[config.mk]
export PLATFORM = sky130hd
export DESIGN_NAME = fifo_queue_with_delete_by_value_unit
export DESIGN_NICKNAME = d
export VERILOG_FILES = /design/src/fqd_pkg.sv /design/src/fifo_queue_with_delete_by_value_unit.sv /design/src/fqd_ram.sv
export SDC_FILE = /design/constraint.sdc
export NUM_CORES = 1
export LEC_CHECK = 0
export ABC_AREA = 1
export BUFFER_PORTS_ARGS = -buffer_cell sky130_fd_sc_hd__clkbuf_2
export CAP_MARGIN = 10
export CORE_UTILIZATION = 60
export CTS_CLUSTER_SIZE = 10
export DETAILED_ROUTE_END_ITERATION = 10
export PLACE_DENSITY = 0.79
export SLEW_MARGIN = 20
export SYNTH_ARGS = -nofsm -noshare
export SYNTH_HDL_FRONTEND = slang
export SYNTH_SLANG_ARGS = --single-unit
[constraint.sdc]
create_clock -name i_clk -period 10.5 [get_ports i_clk]
set_input_delay 3.15 -clock i_clk [delete_from_list [all_inputs] [get_ports i_clk]]
set_output_delay 3.15 -clock i_clk [all_outputs]
set_load 0.005 [all_outputs]
[src/fqd_pkg.sv]
`timescale 1ns / 1ps
`default_nettype none

package fqd_pkg;

    // Default sizing of the queue.
    localparam int unsigned DEF_DEPTH = 16;
    localparam int unsigned DEF_WIDTH = 32;

    // Operation codes carried in the input transaction.
    localparam logic [1:0] OP_ENQ = 2'd0;
    localparam logic [1:0] OP_DEQ = 2'd1;
    localparam logic [1:0] OP_DEL = 2'd2;

    // Status codes carried in the output transaction.
    localparam logic [1:0] STS_OK        = 2'd0;
    localparam logic [1:0] STS_EMPTY     = 2'd1;
    localparam logic [1:0] STS_FULL      = 2'd2;
    localparam logic [1:0] STS_NOT_FOUND = 2'd3;

    // Input transaction.
    typedef struct packed {
        logic [1:0]  opcode;
        logic [31:0] item_value;
    } t_in_item;

    // Output transaction.
    typedef struct packed {
        logic [1:0]  status;
        logic [31:0] item_out;
        logic        queue_empty;
    } t_out_item;

    // Sequencer states.
    typedef enum logic [1:0] {
        ST_IDLE,
        ST_DEQ,
        ST_SCAN,
        ST_DONE
    } t_state;

endpackage

`default_nettype wire

[src/fifo_queue_with_delete_by_value_unit.sv]
`timescale 1ns / 1ps
`default_nettype none

// Channel   Direction  Handshake                Payload
// input     in         i_in_valid / o_in_stall  i_in_data  (fqd_pkg::t_in_item)
// output    out        o_out_valid / i_out_stall o_out_data (fqd_pkg::t_out_item)
//
// Enqueue, dequeue of an empty queue and the unused opcode finish in the accept cycle.
// A dequeue makes one memory read, then the result is staged. A delete walks the single
// read port of the entry memory once, compacting the tail behind the match as it goes.
// Reset clears the head, the count and all valid flags; memory contents are not cleared.
// The input stalls while an operation is in progress or the output register is stalled.

module fifo_queue_with_delete_by_value_unit #(
    parameter int unsigned DEPTH = fqd_pkg::DEF_DEPTH,
    parameter int unsigned WIDTH = fqd_pkg::DEF_WIDTH
) (
    input  wire logic                i_clk,
    input  wire logic                i_rst_n,
    input  wire logic                i_in_valid,
    output logic                     o_in_stall,
    input  wire fqd_pkg::t_in_item   i_in_data,
    output logic                     o_out_valid,
    input  wire logic                i_out_stall,
    output fqd_pkg::t_out_item       o_out_data
);

    localparam int unsigned AW = $clog2(DEPTH);
    localparam int unsigned CW = $clog2(DEPTH + 1);

    // Circular address of a queue position relative to the head.
    function automatic logic [AW-1:0] wrap_add(input logic [AW-1:0] base,
                                               input logic [CW-1:0] off);
        logic [CW:0] sum;
        sum = (CW+1)'(base) + (CW+1)'(off);
        if (sum >= (CW+1)'(DEPTH)) begin
            sum = sum - (CW+1)'(DEPTH);
        end
        return sum[AW-1:0];
    endfunction

    fqd_pkg::t_state    r_state, n_state;
    logic [AW-1:0]      r_head, n_head;
    logic [CW-1:0]      r_cnt, n_cnt;
    logic [CW-1:0]      r_pos, n_pos;
    logic               r_rvalid, n_rvalid;
    logic               r_found, n_found;
    logic [AW-1:0]      r_raddr, n_raddr;
    logic [AW-1:0]      r_last_addr, n_last_addr;
    logic [WIDTH-1:0]   r_word, n_word;
    fqd_pkg::t_out_item r_res, n_res;
    logic               r_out_valid, n_out_valid;
    fqd_pkg::t_out_item r_out, n_out;

    logic               out_free;
    logic               in_acc;
    logic               out_load;
    fqd_pkg::t_out_item out_data;
    logic [CW-1:0]      fin_cnt;

    logic               wr_en;
    logic [AW-1:0]      wr_addr;
    logic [WIDTH-1:0]   wr_data;
    logic               rd_en;
    logic [AW-1:0]      rd_addr;
    logic [WIDTH-1:0]   rd_data;

    fqd_ram #(
        .WIDTH (WIDTH),
        .DEPTH (DEPTH)
    ) u_ram (
        .i_clk     (i_clk),
        .i_wr_en   (wr_en),
        .i_wr_addr (wr_addr),
        .i_wr_data (wr_data),
        .i_rd_en   (rd_en),
        .i_rd_addr (rd_addr),
        .o_rd_data (rd_data)
    );

    // Handshake qualifiers.
    assign out_free   = !r_out_valid || !i_out_stall;
    assign o_in_stall = !((r_state == fqd_pkg::ST_IDLE) && out_free);
    assign in_acc     = i_in_valid && !o_in_stall;

    // Sequencer: next state, memory accesses and result staging.
    always_comb begin
        n_state     = r_state;
        n_head      = r_head;
        n_cnt       = r_cnt;
        n_pos       = r_pos;
        n_rvalid    = r_rvalid;
        n_found     = r_found;
        n_raddr     = r_raddr;
        n_last_addr = r_last_addr;
        n_word      = r_word;
        n_res       = r_res;
        out_load    = 1'b0;
        out_data    = r_res;
        fin_cnt     = r_cnt;
        wr_en       = 1'b0;
        wr_addr     = wrap_add(r_head, r_cnt);
        wr_data     = WIDTH'(i_in_data.item_value);
        rd_en       = 1'b0;
        rd_addr     = r_head;

        unique case (r_state)
            fqd_pkg::ST_IDLE: begin
                if (in_acc) begin
                    unique case (i_in_data.opcode)
                        fqd_pkg::OP_ENQ: begin
                            out_load = 1'b1;
                            if (r_cnt == CW'(DEPTH)) begin
                                out_data = '{fqd_pkg::STS_FULL, 32'd0, 1'b0};
                            end else begin
                                wr_en    = 1'b1;
                                n_cnt    = r_cnt + 1'b1;
                                out_data = '{fqd_pkg::STS_OK, 32'd0, 1'b0};
                            end
                        end
                        fqd_pkg::OP_DEQ: begin
                            if (r_cnt == '0) begin
                                out_load = 1'b1;
                                out_data = '{fqd_pkg::STS_EMPTY, 32'd0, 1'b1};
                            end else begin
                                rd_en   = 1'b1;
                                n_state = fqd_pkg::ST_DEQ;
                            end
                        end
                        fqd_pkg::OP_DEL: begin
                            n_word   = WIDTH'(i_in_data.item_value);
                            n_pos    = '0;
                            n_found  = 1'b0;
                            n_rvalid = 1'b0;
                            n_state  = fqd_pkg::ST_SCAN;
                        end
                        default: begin
                            out_load = 1'b1;
                            out_data = '{fqd_pkg::STS_OK, 32'd0, (r_cnt == '0)};
                        end
                    endcase
                end
            end
            fqd_pkg::ST_DEQ: begin
                // Head word has arrived from the memory.
                n_res   = '{fqd_pkg::STS_OK, 32'(rd_data), (r_cnt == CW'(1))};
                n_head  = wrap_add(r_head, CW'(1));
                n_cnt   = r_cnt - 1'b1;
                n_state = fqd_pkg::ST_DONE;
            end
            fqd_pkg::ST_SCAN: begin
                // Issue the next read while positions remain.
                rd_addr = wrap_add(r_head, r_pos);
                if (r_pos < r_cnt) begin
                    rd_en    = 1'b1;
                    n_pos    = r_pos + 1'b1;
                    n_raddr  = rd_addr;
                    n_rvalid = 1'b1;
                end else begin
                    n_rvalid = 1'b0;
                end
                // Check returned data; after a match, move each word down one place.
                if (r_rvalid) begin
                    if (r_found) begin
                        wr_en   = 1'b1;
                        wr_addr = r_last_addr;
                        wr_data = rd_data;
                    end else if (rd_data == r_word) begin
                        n_found = 1'b1;
                    end
                    n_last_addr = r_raddr;
                end
                // The walk ends once every position is read and checked.
                if ((r_pos == r_cnt) && !r_rvalid) begin
                    fin_cnt = r_found ? (r_cnt - 1'b1) : r_cnt;
                    n_cnt   = fin_cnt;
                    n_res   = '{(r_found ? fqd_pkg::STS_OK : fqd_pkg::STS_NOT_FOUND),
                                32'd0, (fin_cnt == '0)};
                    n_state = fqd_pkg::ST_DONE;
                end
            end
            fqd_pkg::ST_DONE: begin
                if (out_free) begin
                    out_load = 1'b1;
                    out_data = r_res;
                    n_state  = fqd_pkg::ST_IDLE;
                end
            end
            default: begin
                n_state = fqd_pkg::ST_IDLE;
            end
        endcase

        // Output register: a transaction leaves when it is not stalled.
        if (out_load) begin
            n_out_valid = 1'b1;
            n_out       = out_data;
        end else begin
            n_out_valid = r_out_valid && i_out_stall;
            n_out       = r_out;
        end
    end

    // Control registers.
    always_ff @(posedge i_clk) begin
        if (!i_rst_n) begin
            r_state     <= fqd_pkg::ST_IDLE;
            r_head      <= '0;
            r_cnt       <= '0;
            r_pos       <= '0;
            r_rvalid    <= 1'b0;
            r_found     <= 1'b0;
            r_out_valid <= 1'b0;
        end else begin
            r_state     <= n_state;
            r_head      <= n_head;
            r_cnt       <= n_cnt;
            r_pos       <= n_pos;
            r_rvalid    <= n_rvalid;
            r_found     <= n_found;
            r_out_valid <= n_out_valid;
        end
    end

    // Payload registers.
    always_ff @(posedge i_clk) begin
        r_raddr     <= n_raddr;
        r_last_addr <= n_last_addr;
        r_word      <= n_word;
        r_res       <= n_res;
        r_out       <= n_out;
    end

    assign o_out_valid = r_out_valid;
    assign o_out_data  = r_out;

`ifndef NO_ASSERTIONS
    // The stored count never exceeds the capacity.
    a_cnt_bound: assert property (@(posedge i_clk) disable iff (!i_rst_n)
        r_cnt <= CW'(DEPTH))
        else $error("entry count above capacity");

    // An accepted enqueue with room grows the queue by one.
    a_enq_grow: assert property (@(posedge i_clk) disable iff (!i_rst_n)
        (in_acc && (i_in_data.opcode == fqd_pkg::OP_ENQ) && (r_cnt < CW'(DEPTH)))
        |=> (r_cnt == $past(r_cnt) + 1'b1))
        else $error("enqueue did not grow the queue");

    // During a walk the read position never passes the count.
    a_scan_pos: assert property (@(posedge i_clk) disable iff (!i_rst_n)
        (r_state == fqd_pkg::ST_SCAN) |-> (r_pos <= r_cnt))
        else $error("delete walk ran past the tail");

    // The reported empty flag agrees with the count once the result is staged.
    a_empty_flag: assert property (@(posedge i_clk) disable iff (!i_rst_n)
        (out_load && (r_state == fqd_pkg::ST_DONE))
        |-> (out_data.queue_empty == (r_cnt == '0)))
        else $error("empty flag disagrees with count");
`endif

endmodule

`default_nettype wire

[src/fqd_ram.sv]
`timescale 1ns / 1ps
`default_nettype none

module fqd_ram #(
    parameter int unsigned WIDTH = fqd_pkg::DEF_WIDTH,
    parameter int unsigned DEPTH = fqd_pkg::DEF_DEPTH
) (
    input  wire logic                     i_clk,
    input  wire logic                     i_wr_en,
    input  wire logic [$clog2(DEPTH)-1:0] i_wr_addr,
    input  wire logic [WIDTH-1:0]         i_wr_data,
    input  wire logic                     i_rd_en,
    input  wire logic [$clog2(DEPTH)-1:0] i_rd_addr,
    output logic      [WIDTH-1:0]         o_rd_data
);

    logic [WIDTH-1:0] r_mem [DEPTH];

    // One write port and one registered read port; read data holds between reads.
    always_ff @(posedge i_clk) begin
        if (i_wr_en) begin
            r_mem[i_wr_addr] <= i_wr_data;
        end
        if (i_rd_en) begin
            o_rd_data <= r_mem[i_rd_addr];
        end
    end

endmodule

`default_nettype wire

==> results.json <==
{
  "ys.flop_type": "edfxtp_1",
  "crit_type": "input pin to output port",
  "cts_tree": "done",
  "rsz0062_at_grt": "false",
  "path_clk_slew_ns": 0.06,
  "grt_remaining_overflow": 0,
  "final_cell_mix": "edfxtp_1, o21ai_0, a21oi_1",
  "hold_depth": 0,
  "drive_gt1_share_pct": 10.8,
  "drv_cap": 0,
  "synth_edf_count": 653,
  "worstReg2RegStart": "r_state[0]$_SDFFE_PN0P_",
  "grt_use_total_pct": 28.1,
  "clock-sinks": 672,
  "postCtsSetupBuffers": 0,
  "skew_ns": 0.0163,
  "setup_viol": 0,
  "vias_per_cell": 6.17,
  "drtPass1Iterations": 6,
  "cp_slowest_cell": "nand2_1",
  "pwr-share-seq_pct": 45.5,
  "r2r_cells": 12,
  "insertion_delay_ns": 0.62,
  "cp-startpoint": "i_out_stall",
  "h-tree-depth": 3,
  "fin_tns_setup_ns": 0,
  "grt_pass1_vias": 18000,
  "finalCriticalPeriod_ns": 6.81,
  "required_ns": 7.35,
  "antenna_found_initial": 0,
  "synthToLayoutAreaGrowth_pct": 11.3,
  "clock.fmax_ghz": 0.147,
  "synth-seq-cells": 672,
  "ios": 75,
  "holdBufCountCts": 0,
  "place_congestion": 0.879,
  "fin_util_pct": 68.3,
  "ys_types": 36,
  "slew_viol_final": 0,
  "fp.dieH_um": 218,
  "root_buffer": "clkbuf_16",
  "synth_nets": 2364,
  "port-buffer-count": 74,
  "crit_chain": "clkbuf_2, nand2_1, nand2_1, clkbuf_2",
  "outcome": "complete, no violations",
  "p_leak_uw": 0.0113,
  "async_flop_share_pct": 0,
  "ys_seq_area_share_pct": 71.2,
  "reg2reg_to": "u_ram.o_rd_data[0]$_DFFE_PP_",
  "swShare_pct": 31.1,
  "hold_class": "flop to flop",
  "final_nets": 2436,
  "cp-end-kind": "output port",
  "hold-worst-slack_ns": 0.424,
  "r2r_setup_slack_ns": 6.34,
  "synth_cells": 2302,
  "dieWidth_um": 218,
  "drc": 0,
  "rows": 78,
  "mostFrequentLayoutCell": "edfxtp_1",
  "ir_drop_uv": 195,
  "initial_core_util_pct": 61.4,
  "die_area_sq_um": 47700,
  "finalHoldViolCount": 0,
  "relSlewSlack_pct": 9.17,
  "wire_per_inst_um": 22.2,
  "core_sq_um": 45800,
  "path_max_fanout": 4,
  "worstPathArrival_ns": 3.66,
  "clockBufferDepth": 3,
  "cts_buffers": 77,
  "power_density_nw_per_um2": 239,
  "drt_iter0_markers": 2661,
  "synth.avg_cell_area_sq_um": 12.2,
  "antenna_left": 0,
  "crit_end": "o_in_stall",
  "period_share_pct": 64.9,
  "fillers": 2990,
  "cts.repair.resized": 0,
  "crit_path_start_kind": "input pin",
  "worst_pin_slew_ns": 1.36,
  "hpwl_mm": 35.5,
  "power_switching_uw": 2320,
  "ys_warn_count": 0,
  "combinationalPowerShare_pct": 23.2,
  "grt_max_degree": 257,
  "p_clk_share_pct": 31.2,
  "routed_wl_mm": 66.3,
  "cp_slowest_stage_delay_ns": 0.16,
  "grt_pass1_wl_mm": 100,
  "syn_area_sq_um": 28100,
  "p_int_uw": 5160,
  "vias": 18400
}
power by group through the flow:
stage                     Sequential [uW]  Clock, uW  Combinational, uW
final                                3410       2340               1740
after global placement               3440          0               1610
after CTS                            3400       2350               1710
after global routing                 3430       2460               1930
after floorplan                      3420          0               1260
after detailed placement             3450          0               1690
kinds of logic after synthesis:
kind of cell / after synthesis / share of synthesized area [%]
AOI/OAI and AO/OA: 728 / 14.2
DFF: 672 / 71.2
and+or+nand+nor: 451 / 6.60
buffers and inverters: 406 / 6.26
adders and majority gates: 24 / 1.12
xor gates and xnor gates: 21 / 0.655
routing by layer:
metal  part of all wire (%)  GRT usage (%)  vias up
li1                       -              -     8351
met1                     38           37.4     8781
met2                     47           45.0     1091
met3                     10           5.14      198
met4                    4.1           13.7        0
met5                      0              0        -
critical path, delay by kind of cell:
family,cells,cell delay [ns]
AND/OR/NAND/NOR,2,0.28
buffers and inverters,2,0.22
synthesized netlist by cell type (3+ instances only):
cell type | count | share of area (%)
a21oi_1 | 278 | 5.0
buf_2 | 46 | 0.82
buf_4 | 8 | 0.21
buf_6 | 17 | 0.68
clkbuf_1 | 62 | 0.83
dfxtp_1 | 19 | 1.4
edfxtp_1 | 653 | 70
ha_1 | 22 | 0.98
inv_1 | 265 | 3.5
nand2_1 | 226 | 3.0
nand2_2 | 3 | 0.067
nand3_1 | 90 | 1.6
nand4_1 | 6 | 0.13
nor2_1 | 116 | 1.6
nor3_1 | 3 | 0.053
o211ai_1 | 130 | 3.5
o21ai_0 | 287 | 5.1
o21ai_1 | 28 | 0.50
xnor2_1 | 12 | 0.37
xor2_1 | 9 | 0.28
how the worst min path moves through the flow:
stage | startpoint | end
global route | r_raddr[0]$_DFFE_PP_ | r_last_addr[0]$_DFFE_PP_
floorplan | r_raddr[0]$_DFFE_PP_ | r_last_addr[0]$_DFFE_PP_
global placement | r_raddr[1]$_DFFE_PP_ | r_last_addr[1]$_DFFE_PP_
CTS | r_raddr[0]$_DFFE_PP_ | r_last_addr[0]$_DFFE_PP_
finish | r_raddr[0]$_DFFE_PP_ | r_last_addr[0]$_DFFE_PP_
detailed placement | r_raddr[3]$_DFFE_PP_ | r_last_addr[3]$_DFFE_PP_
flip-flops by register name (all words and copies together) (netlist names):
register	count
r_state	2
r_word	32
r_raddr	4
r_pos	5
u_ram.r_mem	512
r_cnt	5
r_rvalid	1
r_res	34
o_out_data	35
r_last_addr	4
u_ram.o_rd_data	32
r_found	1
o_out_valid	1
r_head	4
metrics by stage:
stage | cells | worst slack (ns) | cell area, sq um | total power, uW
global route | 2985 | 3.69 | 31300 | 7810
global placement | 2895 | 3.74 | 29100 | 5060
finish | 2986 | 3.69 | 31300 | 7480
floorplan | 2302 | 4.03 | 28100 | 4680
CTS | 2985 | 3.69 | 31200 | 7470
detailed placement | 2895 | 3.71 | 29100 | 5140
cell type report:
type | count | area [sq um] | share of cell area, %
multi-input cells | 1224 | 6570 | 21.0
clock inverters | 7 | 104 | 0.332
repair buffers | 131 | 823 | 2.63
flip-flops and latches | 672 | 20000 | 64.0
inverters | 268 | 1010 | 3.24
diodes | 1 | 2.50 | 0.00801
clock buffers | 83 | 2000 | 6.40
well taps | 600 | 751 | 2.40
Power figures use the tool's default switching activity.
